**src/hw/rtl/i2c_slave_frame_mailbox_defines.svh**
```systemverilog
// assertion macros shared by the mailbox rtl
`ifndef I2C_SLAVE_FRAME_MAILBOX_DEFINES_SVH
`define I2C_SLAVE_FRAME_MAILBOX_DEFINES_SVH

// checked property, idle while reset is high
`define ISFM_ASSERT(lbl, clk, rst, prop) \
  lbl: assert property (@(posedge clk) disable iff (rst) prop) \
    else $error("mailbox check failed");

// checked property, also during reset
`define ISFM_ASSERT_ALWAYS(lbl, clk, prop) \
  lbl: assert property (@(posedge clk) prop) else $error("mailbox check failed");

`endif

```
**src/hw/rtl/isfm_pkg.sv**
```systemverilog
// types, codes and sizes of the i2c slave frame mailbox
package isfm_pkg;

  localparam int FRAME_BYTES = 8;
  localparam int IDX_W = (FRAME_BYTES > 1) ? $clog2(FRAME_BYTES) : 1;
  localparam int CNT_W = $clog2(FRAME_BYTES + 1);
  localparam int ADDR_W = 7;

  localparam logic [ADDR_W-1:0] OWN_ADDRESS_RESET = 7'd1;

  localparam logic [3:0] CMD_BUSERR    = 4'd0;
  localparam logic [3:0] CMD_ADDRWRITE = 4'd1;
  localparam logic [3:0] CMD_RXBYTE    = 4'd2;
  localparam logic [3:0] CMD_STOP      = 4'd3;
  localparam logic [3:0] CMD_ADDRREAD  = 4'd4;
  localparam logic [3:0] CMD_TXNEXT    = 4'd5;
  localparam logic [3:0] CMD_TXEND     = 4'd6;
  localparam logic [3:0] CMD_OTHER     = 4'd7;
  localparam logic [3:0] CMD_TAKEREQ   = 4'd8;
  localparam logic [3:0] CMD_PUTRESP   = 4'd9;

  localparam logic [1:0] REQ_NONE     = 2'd0;
  localparam logic [1:0] REQ_READY    = 2'd1;
  localparam logic [1:0] REQ_REJECTED = 2'd2;

  typedef struct packed {
    logic [3:0] cmd;
    logic [7:0] data_byte;
    logic [3:0] byte_index;
    logic       last;
  } item_t;

  typedef struct packed {
    logic [7:0] tx_byte;
    logic [1:0] request_state;
    logic [7:0] frame_byte;
    logic       last_of_run;
    logic       response_accepted;
    logic       request_available;
  } result_t;

  typedef struct packed {
    logic exec;
    logic step;
  } dp_cmd_t;

  typedef struct packed {
    logic more;
  } dp_stat_t;

endpackage

```
**src/hw/rtl/isfm_ctrl.sv**
```systemverilog
// handshake controller of the mailbox: accepts a word, shows its results
`include "i2c_slave_frame_mailbox_defines.svh"

module isfm_ctrl (
  input  logic               clk,
  input  logic               rst,
  input  logic               item_valid,
  output logic               item_ready,
  output logic               result_valid,
  input  logic               result_ready,
  input  isfm_pkg::dp_stat_t stat,
  output isfm_pkg::dp_cmd_t  ctl
);

  localparam logic S_IDLE = 1'b0;
  localparam logic S_SHOW = 1'b1;

  logic state;
  logic state_next;

  always_comb begin
    item_ready   = (state == S_IDLE) && !rst;
    result_valid = (state == S_SHOW);
    ctl.exec     = item_valid && (state == S_IDLE) && !rst;
    ctl.step     = (state == S_SHOW) && result_ready && stat.more;
    state_next   = state;
    case (state)
      S_IDLE: begin
        if (item_valid) state_next = S_SHOW;
      end
      S_SHOW: begin
        if (result_ready && !stat.more) state_next = S_IDLE;
      end
      default: state_next = S_IDLE;
    endcase
  end

  always_ff @(posedge clk) begin
    if (rst) begin
      state <= S_IDLE;
    end else begin
      state <= state_next;
    end
  end

  `ISFM_ASSERT(a_exec_shows, clk, rst, ctl.exec |=> result_valid)
  `ISFM_ASSERT(a_step_shows, clk, rst, ctl.step |=> result_valid)
  `ISFM_ASSERT(a_done_frees, clk, rst,
    (result_valid && result_ready && !stat.more) |=> item_ready)

endmodule

```
**src/hw/rtl/isfm_datapath.sv**
```systemverilog
// mailbox datapath: frame stores, flags, counters and result register
`include "i2c_slave_frame_mailbox_defines.svh"

module isfm_datapath (
  input  logic                          clk,
  input  logic                          rst,
  input  logic                          cfg_we,
  input  logic [isfm_pkg::ADDR_W-1:0]   cfg_wdata,
  input  isfm_pkg::item_t               item,
  input  isfm_pkg::dp_cmd_t             ctl,
  output isfm_pkg::dp_stat_t            stat,
  output isfm_pkg::result_t             result
);

  localparam logic [isfm_pkg::IDX_W-1:0] K_LAST =
    isfm_pkg::IDX_W'(isfm_pkg::FRAME_BYTES - 1);

  logic [isfm_pkg::ADDR_W-1:0] own_address;

  logic [7:0] rbuf [isfm_pkg::FRAME_BYTES];
  logic [7:0] pend [isfm_pkg::FRAME_BYTES];
  logic [7:0] rej  [isfm_pkg::FRAME_BYTES];
  logic [7:0] stg  [isfm_pkg::FRAME_BYTES];
  logic [7:0] snd  [isfm_pkg::FRAME_BYTES];

  logic [isfm_pkg::CNT_W-1:0] rcnt, rcnt_next;
  logic [isfm_pkg::CNT_W-1:0] scnt, scnt_next;
  logic ovf, ovf_next;
  logic rw, rw_next;
  logic busy, busy_next;
  logic rejw, rejw_next;
  logic rr, rr_next;
  logic svalid, svalid_next;

  logic                       run;
  logic                       src_rej;
  logic [isfm_pkg::IDX_W-1:0] k;
  logic [isfm_pkg::IDX_W-1:0] k_inc;

  logic       rx_write, to_pend, to_rej, load_snd, stg_write;
  logic       take, take_rej, acc, av;
  logic [7:0] tx;
  logic [1:0] st;

  always_comb begin
    rcnt_next   = rcnt;
    scnt_next   = scnt;
    ovf_next    = ovf;
    rw_next     = rw;
    busy_next   = busy;
    rejw_next   = rejw;
    rr_next     = rr;
    svalid_next = svalid;
    rx_write    = 1'b0;
    to_pend     = 1'b0;
    to_rej      = 1'b0;
    load_snd    = 1'b0;
    stg_write   = 1'b0;
    take        = 1'b0;
    take_rej    = 1'b0;
    acc         = 1'b0;
    tx          = 8'd0;
    st          = isfm_pkg::REQ_NONE;
    case (item.cmd)
      isfm_pkg::CMD_BUSERR, isfm_pkg::CMD_OTHER: begin
        rcnt_next   = '0;
        ovf_next    = 1'b0;
        svalid_next = 1'b0;
        scnt_next   = '0;
      end
      isfm_pkg::CMD_ADDRWRITE: begin
        rcnt_next = '0;
        ovf_next  = 1'b0;
      end
      isfm_pkg::CMD_RXBYTE: begin
        if (32'(rcnt) < isfm_pkg::FRAME_BYTES) begin
          rx_write  = 1'b1;
          rcnt_next = rcnt + 1'b1;
        end else begin
          ovf_next = 1'b1;
        end
      end
      isfm_pkg::CMD_STOP: begin
        if (32'(rcnt) == isfm_pkg::FRAME_BYTES && !ovf) begin
          if (rw || busy) begin
            if (!rejw) begin
              to_rej    = 1'b1;
              rejw_next = 1'b1;
            end
          end else begin
            to_pend = 1'b1;
            rw_next = 1'b1;
            rr_next = 1'b0;
          end
        end
        rcnt_next = '0;
        ovf_next  = 1'b0;
      end
      isfm_pkg::CMD_ADDRREAD: begin
        load_snd    = 1'b1;
        svalid_next = rr;
        scnt_next   = isfm_pkg::CNT_W'(1);
        tx          = rr ? stg[0] : 8'd0;
      end
      isfm_pkg::CMD_TXNEXT: begin
        if (32'(scnt) < isfm_pkg::FRAME_BYTES) begin
          tx        = snd[scnt[isfm_pkg::IDX_W-1:0]];
          scnt_next = scnt + 1'b1;
        end
      end
      isfm_pkg::CMD_TXEND: begin
        if (svalid && 32'(scnt) >= isfm_pkg::FRAME_BYTES) rr_next = 1'b0;
        svalid_next = 1'b0;
        scnt_next   = '0;
      end
      isfm_pkg::CMD_TAKEREQ: begin
        if (rw && !busy) begin
          take      = 1'b1;
          rw_next   = 1'b0;
          busy_next = 1'b1;
          st        = isfm_pkg::REQ_READY;
        end else if (rejw && !busy && !rr) begin
          take      = 1'b1;
          take_rej  = 1'b1;
          rejw_next = 1'b0;
          busy_next = 1'b1;
          st        = isfm_pkg::REQ_REJECTED;
        end
      end
      isfm_pkg::CMD_PUTRESP: begin
        if (busy && !rr) begin
          stg_write = (32'(item.byte_index) < isfm_pkg::FRAME_BYTES);
          if (item.last) begin
            rr_next   = 1'b1;
            busy_next = 1'b0;
            acc       = 1'b1;
          end
        end
      end
      default: begin
      end
    endcase
    av = rw_next || (rejw_next && !busy_next && !rr_next);
  end

  assign k_inc     = k + 1'b1;
  assign stat.more = run && (k != K_LAST);

  always_ff @(posedge clk) begin
    if (rst) begin
      own_address <= isfm_pkg::OWN_ADDRESS_RESET;
      rcnt        <= '0;
      scnt        <= '0;
      ovf         <= 1'b0;
      rw          <= 1'b0;
      busy        <= 1'b0;
      rejw        <= 1'b0;
      rr          <= 1'b0;
      svalid      <= 1'b0;
      run         <= 1'b0;
    end else begin
      if (cfg_we) own_address <= cfg_wdata;
      if (ctl.exec) begin
        rcnt   <= rcnt_next;
        scnt   <= scnt_next;
        ovf    <= ovf_next;
        rw     <= rw_next;
        busy   <= busy_next;
        rejw   <= rejw_next;
        rr     <= rr_next;
        svalid <= svalid_next;
        run    <= take;
      end
    end
  end

  always_ff @(posedge clk) begin
    if (ctl.exec) begin
      if (rx_write) rbuf[rcnt[isfm_pkg::IDX_W-1:0]] <= item.data_byte;
      if (stg_write) stg[item.byte_index[isfm_pkg::IDX_W-1:0]] <= item.data_byte;
      for (int i = 0; i < isfm_pkg::FRAME_BYTES; i++) begin
        if (to_pend) pend[i] <= rbuf[i];
        if (to_rej) rej[i] <= rbuf[i];
        if (load_snd) snd[i] <= rr ? stg[i] : 8'd0;
      end
      src_rej                  <= take_rej;
      k                        <= '0;
      result.tx_byte           <= tx;
      result.request_state     <= st;
      result.frame_byte        <= take ? (take_rej ? rej[0] : pend[0]) : 8'd0;
      result.last_of_run       <= !take || (isfm_pkg::FRAME_BYTES == 1);
      result.response_accepted <= acc;
      result.request_available <= av;
    end else if (ctl.step) begin
      k                  <= k_inc;
      result.frame_byte  <= src_rej ? rej[k_inc] : pend[k_inc];
      result.last_of_run <= (k_inc == K_LAST);
    end
  end

  `ISFM_ASSERT(a_wait_not_busy, clk, rst, !(rw && busy))
  `ISFM_ASSERT(a_rcnt_bound, clk, rst, 32'(rcnt) <= isfm_pkg::FRAME_BYTES)
  `ISFM_ASSERT(a_addr_hold, clk, rst, !cfg_we |=> $stable(own_address))

endmodule

```
**src/hw/rtl/i2c_slave_frame_mailbox.sv**
```systemverilog
// top level of the i2c slave frame mailbox
// one word is handled at a time; its first result is valid in the cycle after acceptance
// a successful take request gives FRAME_BYTES results, one each cycle the result is taken
// a new word is accepted the cycle after the last result is taken
// synchronous reset clears flags and byte counts, not k, src_rej, result or frame stores
module i2c_slave_frame_mailbox (
  input  logic                        clk,
  input  logic                        rst,
  input  logic                        cfg_we,
  input  logic [isfm_pkg::ADDR_W-1:0] cfg_wdata,
  input  logic                        item_valid,
  output logic                        item_ready,
  input  isfm_pkg::item_t             item,
  output logic                        result_valid,
  input  logic                        result_ready,
  output isfm_pkg::result_t           result
);

  isfm_pkg::dp_cmd_t  ctl;
  isfm_pkg::dp_stat_t stat;

  isfm_ctrl u_ctrl (
    .clk          (clk),
    .rst          (rst),
    .item_valid   (item_valid),
    .item_ready   (item_ready),
    .result_valid (result_valid),
    .result_ready (result_ready),
    .stat         (stat),
    .ctl          (ctl)
  );

  isfm_datapath u_datapath (
    .clk       (clk),
    .rst       (rst),
    .cfg_we    (cfg_we),
    .cfg_wdata (cfg_wdata),
    .item      (item),
    .ctl       (ctl),
    .stat      (stat),
    .result    (result)
  );

endmodule

```
**config.mk**
```make
export PLATFORM = sky130hd
export DESIGN_NAME = i2c_slave_frame_mailbox
export DESIGN_NICKNAME = d
export VERILOG_FILES = /design/src/hw/rtl/isfm_pkg.sv /design/src/hw/rtl/isfm_ctrl.sv /design/src/hw/rtl/isfm_datapath.sv /design/src/hw/rtl/i2c_slave_frame_mailbox.sv
export VERILOG_INCLUDE_DIRS = /design/src /design/src/hw/rtl
export SDC_FILE = /design/constraint.sdc
export NUM_CORES = 1
export LEC_CHECK = 0
export ABC_CLOCK_PERIOD_IN_PS = 10500
export BUFFER_PORTS_ARGS = -buffer_cell sky130_fd_sc_hd__buf_2
export CAP_MARGIN = 20
export CORE_MARGIN = 3
export CORE_UTILIZATION = 30
export CTS_BUF_LIST = sky130_fd_sc_hd__clkbuf_16
export DETAILED_ROUTE_END_ITERATION = 7
export GPL_TIMING_DRIVEN = 0
export SYNTH_ARGS = -nofsm -noshare
export SYNTH_HDL_FRONTEND = slang
export SYNTH_SLANG_ARGS = --single-unit
```
**constraint.sdc**
```tcl
create_clock -name clk -period 10.5 [get_ports clk]
set_input_delay 1.05 -clock clk [delete_from_list [all_inputs] [get_ports clk]]
set_output_delay 1.05 -clock clk [all_outputs]
set_load 0.03 [all_outputs]
```
# --- Word level (Yosys, flattened, before mapping) ---
# Memory sizes are Yosys's and may differ from the RTL's. A register that Yosys moved wholly into a read port is not among the register bits.
# Index checks and enable logic that the tools add are counted.
word_totals:
  reg_bits: 41
  mem_bits_rw: 320
  inputBits: 29
  output_inout_bits: 23
  wordCells: 168
  n_memories: 5
classes:
  addsub: 3
  magnitude_cmp: 4
  n_eq_ne: 15
  mux: 82
  bitwise_logic: 2
  n_reduce_logical: 38
mem_list:
  columns: ["memory", "words", "width", "read_ports", "rd_clocked_by_memory_dff", "write_ports", "line_no", "source"]
  rows:
  - ["u_datapath.pend", 8, 8, 2, 0, 8, "isfm_datapath.sv:21", "logic [7:0] pend [isfm_pkg::FRAME_BYTES];"]
  - ["u_datapath.rbuf", 8, 8, 8, 0, 1, "isfm_datapath.sv:20", "logic [7:0] rbuf [isfm_pkg::FRAME_BYTES];"]
  - ["u_datapath.rej", 8, 8, 2, 0, 8, "isfm_datapath.sv:22", "logic [7:0] rej [isfm_pkg::FRAME_BYTES];"]
  - ["u_datapath.snd", 8, 8, 1, 1, 8, "isfm_datapath.sv:24", "logic [7:0] snd [isfm_pkg::FRAME_BYTES];"]
  - ["u_datapath.stg", 8, 8, 8, 0, 1, "isfm_datapath.sv:23", "logic [7:0] stg [isfm_pkg::FRAME_BYTES];"]
ops:
  columns: ["cell", "n"]
  rows:
  - ["two-way mux 8 bit", 12]
  - ["two-way mux 1 bit", 53]
  - ["two-way mux 9 bit", 2]
  - ["equality test 4 x 3 -> 1 bit (second input constant)", 4]
  - ["case mux 8 bit (2 select lines)", 1]
  - ["logical AND 1 bit", 15]
  - ["equality test 4 bit (second input constant)", 3]
  - ["< comparator 4 bit (second input constant)", 3]
  - ["case mux 1 bit (2 select lines)", 6]
  - ["case mux 4 bit (3 select lines)", 1]
  - ["AND reduction 3 bit", 3]
  - ["adder 4 x 1 -> 4 bit (second input constant)", 2]
  - ["equality test 4 x 2 -> 1 bit (second input constant)", 2]
  - ["zero test 1 bit", 8]
  - ["two-way mux 4 bit", 2]
  - ["case mux 4 bit (2 select lines)", 1]
  - ["two-way mux 3 bit", 2]
  - ["nonzero test 2 bit", 3]
  - ["equality test 4 x 1 -> 1 bit (second input constant)", 1]
  - ["greater-or-equal comparator 4 bit (second input constant)", 1]
  - ["zero test 4 bit", 1]
  - ["inequality test 2 x 1 -> 1 bit (second input constant)", 2]
  - ["AND reduction 2 bit", 2]
  - ["OR reduction 4 bit", 1]
  - ["11 further kinds", 13]

# --- Logic depth before layout (Yosys ltp) ---
depth:
  word_depth: 10
  ltp_mapped: 11
  ltp_nobuf: 7

# --- By module ---
# A second synthesis with hierarchy kept.
unflattened:
  cells_unflattened: 781
  area_unflattened_um2: 13949.6
by_module_without_submodules:
  columns: ["mod", "instances", "cells_each", "area_per_inst_um2"]
  rows:
  - ["isfm_datapath", 1, 774, 13895.8]
  - ["isfm_ctrl", 1, 7, 53.8]

# --- Worst setup path after synthesis ---
# Ideal clock, no wire load.
synth_timing:
  path_kind: "input-to-reg"
  from: "input rst"
  to: "memory u_datapath.rej[0][0] (enable)"
  arrival_ns: 7.933
  required_ns: 9.856
  setup_slack_ns: 1.922
  stages: 4
  n_path_buf: 1
  path_cell_list: "nor2_2 -> nand2_2 -> clkbuf_1 -> nor4_1"
synth_lines:
  columns: ["element", "line_no", "source"]
  rows:
  - ["start, declared", "i2c_slave_frame_mailbox.sv:8", "input logic rst,"]
  - ["end, declared", "isfm_datapath.sv:22", null]

# --- Final worst setup path ---
layout_timing:
  from: "register u_datapath.k[0] (netlist name)"
  to: "register, netlist name u_datapath.result[8]"
layout_via:
  elab_chain_cells: 5
  word_cells_on_any_way: 6
  cone_classes: "add/sub: 1; mux: 3; memory: 2"
layout_rtl:
  columns: ["element", "line_no", "source"]
  rows:
  - ["start, declared", "isfm_datapath.sv:37", "logic [isfm_pkg::IDX_W-1:0] k;"]
  - ["start signal, assigned", "isfm_datapath.sv:195", "k <= k_inc;"]
  - ["adder 3 x 1 -> 3 bit (*)", "isfm_datapath.sv:146", "assign k_inc = k + 1'b1;"]
  - ["via u_datapath.k_inc, one bit", "isfm_datapath.sv:38", "logic [isfm_pkg::IDX_W-1:0] k_inc;"]
  - ["memory read (8 x 8 bit), on equally long branches", null, null]
  - ["two-way mux 8 bit (*)", "isfm_datapath.sv:196", "result.frame_byte <= src_rej ? rej[k_inc] : pend[k_inc];"]
  - ["two-way mux 9 bit (*)", "isfm_datapath.sv:194", "end else if (ctl.step) begin"]
  - ["two-way mux 9 bit (*)", "isfm_datapath.sv:178", "if (ctl.exec) begin"]
# Mark *: on every way through the listed nets, which the timed path passes. The rest lies on a longest branch. The select of a mux whose other input is x is not followed.
# A chain may end at the register's enable or synchronous reset.

==> out/qor.csv <==
stage,metric,value,unit
run_status,outcome,"complete, no violations",
critical_path,critical path capture point type,register,
clock_tree,Post-CTS Setup Inserts,0,
critical_path,WP data required,10.73,ns
grt,vias in the first global route,6948,
grt,total gr overflow,0,
drt,Residual DRC,0,
logic_synthesis,"Net Count, Synth",804,
logic_synthesis,Synth top cells by count,"edfxtp_1, mux2i_1, and2_1",
clock_tree,Post-CTS Resized,0,
critical_path,CP arrival,4.18,ns
floorplanning,full die area,48700,sq um
sta,Final setup viols,0,
final_layout,Final Core Density,0.355,
logic_synthesis,Synth Area in Simple Gates,0.0739,
logic_synthesis,Netlist cell types,56,
final_layout,share of layout cells above drive strength 1,0.197,
floorplanning,row cnt,78,
drt,DRT antenna net count,0,
clock_tree,CTS Buf Count,37,
floorplanning,IO Pins,52,
sta,Tmin final,3.95,ns
logic_synthesis,Syn Area/Cell,18.0,sq um
clock_tree,CTS Sinks,364,
final_layout,# diodes,0,
drt,Post-Route M1 WL,12500,um
drt,drt first pass iters,5,
min_path,HP Class,register to register,
logic_synthesis,Yosys warning count,0,
logic_synthesis,number of flops mapped to enable cells by yosys,342,
clock_tree,Clock transition at path regs,0.06,ns
logic_synthesis,main combinational cell family by area after synthesis,multiplexers,
clock_tree,hold buffers post-CTS,0,
sta,"Worst Setup Slack, final",6.55,ns
logic_synthesis,"count leader, synth",edfxtp_1,
sta,RSZ-0062 raised after global routing,false,
sta,period utilization,0.376,
pwr,Lkg Pwr,0.00527,uW
sta,setup tns final,0,ns
drt,Vias/cell,4.59,
sta,Max Clk Rate,253,MHz
clock_tree,clk_lat worst skew,0.52,ns
logic_synthesis,Synth Area in XOR/XNOR,0.00127,
logic_synthesis,most common flop cell mapped by yosys,edfxtp_1,
floorplanning,floorplan die width,221,um
floorplanning,initial core utilization,0.304,
sta,Setup Skew,0.0104,ns
placement,GPL Wtd Cong,0.769,
logic_synthesis,mux cell area share after synthesis,0.0922,
sta,worst hold margin,0.439,ns
logic_synthesis,post-synthesis adder-cell area fraction,0.00633,
grt,largest net degree at the start of global routing,32,
logic_synthesis,Synth Register Bits,364,
drt,Iteration-0 DRC Markers,503,
critical_path,kind of critical path,register to register,
drt,top layer in use,met4,
placement,placed cells,1432,
pwr,pwr dens,176,nW/um^2
drt,wire per inst,19.1,um
drt,WL final,28600,um
logic_synthesis,Synth Area in Compound Gates,0.0347,
floorplanning,die height,221,um
clock_tree,htree depth,2,
floorplanning,area of the core,45500,sq um
clock_tree,Clock Tree Root,clkbuf_16,
grt,first-pass GRT wire length,43100,um
placement,dpl ws,6.51,ns
grt,initial antenna violation count,0,
drt,via count,6881,
logic_synthesis,register area share after synthesis,0.774,
logic_synthesis,Post-Synthesis Cells,768,
pwr,Peak VDD IR,0.0898,mV
final_layout,Area Growth Syn to Fin,16.5,%
grt,GRT Util Overall,0.118,
logic_synthesis,top-area cell type share of the netlist area,0.742,
drt,WL met2,13900,um
logic_synthesis,synthesized cell area,13800,sq um
sta,Pins Over Slew Limit,0,
clock_tree,Max Root-Sink Buffers,3,
sta,Hold Fails Final Rpt,0,
placement,input/output buffers,43,
final_layout,final std cells w/o fill,1499,
sta,Slew @ Worst Pin,1.07,ns
critical_path,critical path peak fanout,10,
logic_synthesis,"Async S/R FF share, synth",0,
sta,max_slew headroom,0.284,
flow_run,max-cap viol count,0,
final_layout,Post-layout nets,907,
placement,Post-DP HPWL,19000,um
logic_synthesis,post-synth top area cell,edfxtp_1,
clock_tree,CTS tree,built,
logic_synthesis,"top cells by area, synth","edfxtp_1, mux4_2, mux2i_1",
drt,met3 wire len,1250,um
critical_path,Worst Setup Start Kind,register,
==> cells in the final DEF (no fill, tap or decap), types with 3 or more instances in the layout <==
cell type,instances
nand2b_1,9
buf_4,23
nor2_1,33
nand3_1,8
o22ai_1,10
nor2b_1,5
nor3_1,13
edfxtp_1,342
and2b_1,3
clkbuf_1,12
clkinv_1,9
clkbuf_16,39
nand2_1,25
a22oi_1,18
dfxtp_1,22
a21oi_1,14
mux2i_1,60
nand4_1,3
and2_1,59
clkinv_2,8
buf_2,54
o21ai_0,4
inv_1,23
o221ai_1,7
inv_6,3
ha_1,7
mux4_2,30
buf_1,6
==> final cells by class <==
| class | instances | area, sq um |
|---|---|---|
| buffer | 36 | 183 |
| clock buffer | 39 | 976 |
| clock inverter | 28 | 134 |
| fill | 4298 | 29400 |
| inverter | 17 | 63.8 |
| multi-input combinational | 351 | 2910 |
| sequential | 364 | 10700 |
| tap | 600 | 751 |
| timing repair buffer | 64 | 395 |
==> logic make-up after synthesis <==
| group | Yosys count |
|---|---|
| xor gates and xnor gates | 2 |
| DFF | 364 |
| adders and majority gates | 7 |
| AOI/OAI and AO/OA | 68 |
| buffers and inverters | 53 |
| and+or+nand+nor | 184 |
| muxes | 90 |
==> worst max-delay path, stage by stage (launching register included) <==
cell and delay [ns]:
dfxtp_1 0.33, buf_2 0.26, buf_4 0.28, buf_2 0.39
inv_1 0.13, ha_1 0.31, buf_2 0.23, clkbuf_1 0.40
nor2_1 0.76, a22oi_1 0.22, nand3_1 0.13, o221ai_1 0.16
==> metal layers <==
| metal | GRT usage | vias up |
|---|---|---|
| met3 | 0.0169 | 72 |
| met1 | 0.158 | 3459 |
| met2 | 0.196 | 160 |
| met5 | 0 | - |
| li1 | - | 3190 |
| met4 | 0.0456 | 0 |
==> power by group <==
group          total [uW]  internal (uW)  switching, uW
logic                51.5           12.4           39.1
clock network        1200            673            527
registers            1580           1580           1.92
total                2830           2260            568
==> final timing paths <==
kind / slack (ns) / depth (start not counted) / start / to
worst max-delay path: 6.55 / 11 / u_datapath.k[0] / u_datapath.result[8]
worst max register to register: 6.55 / 11 / u_datapath.k[0] / u_datapath.result[8]
worst min-delay path: 0.44 / 0 / u_datapath.rbuf[6][1] / u_datapath.pend[6][1]
worst min register to register: 0.44 / 0 / u_datapath.rbuf[6][1] / u_datapath.pend[6][1]
==> sequential cells by signal (all words and copies together) (netlist names), 3 cells and up, named ones only <==
signal / flops
u_datapath.rcnt: 4
u_datapath.rej: 64
u_datapath.pend: 64
u_datapath.rbuf: 64
u_datapath.k: 3
u_datapath.snd: 64
u_datapath.result: 21
u_datapath.stg: 64
u_datapath.scnt: 4
==> stage by stage <==
stage	total power [uW]	cell area [sq um]
after floorplan	1630	13800
after global placement	1660	14800
after detailed placement	1660	15000
after CTS	2860	16100
after global routing	2920	16100
final	2830	16100
Power figures use the tool's default switching activity.
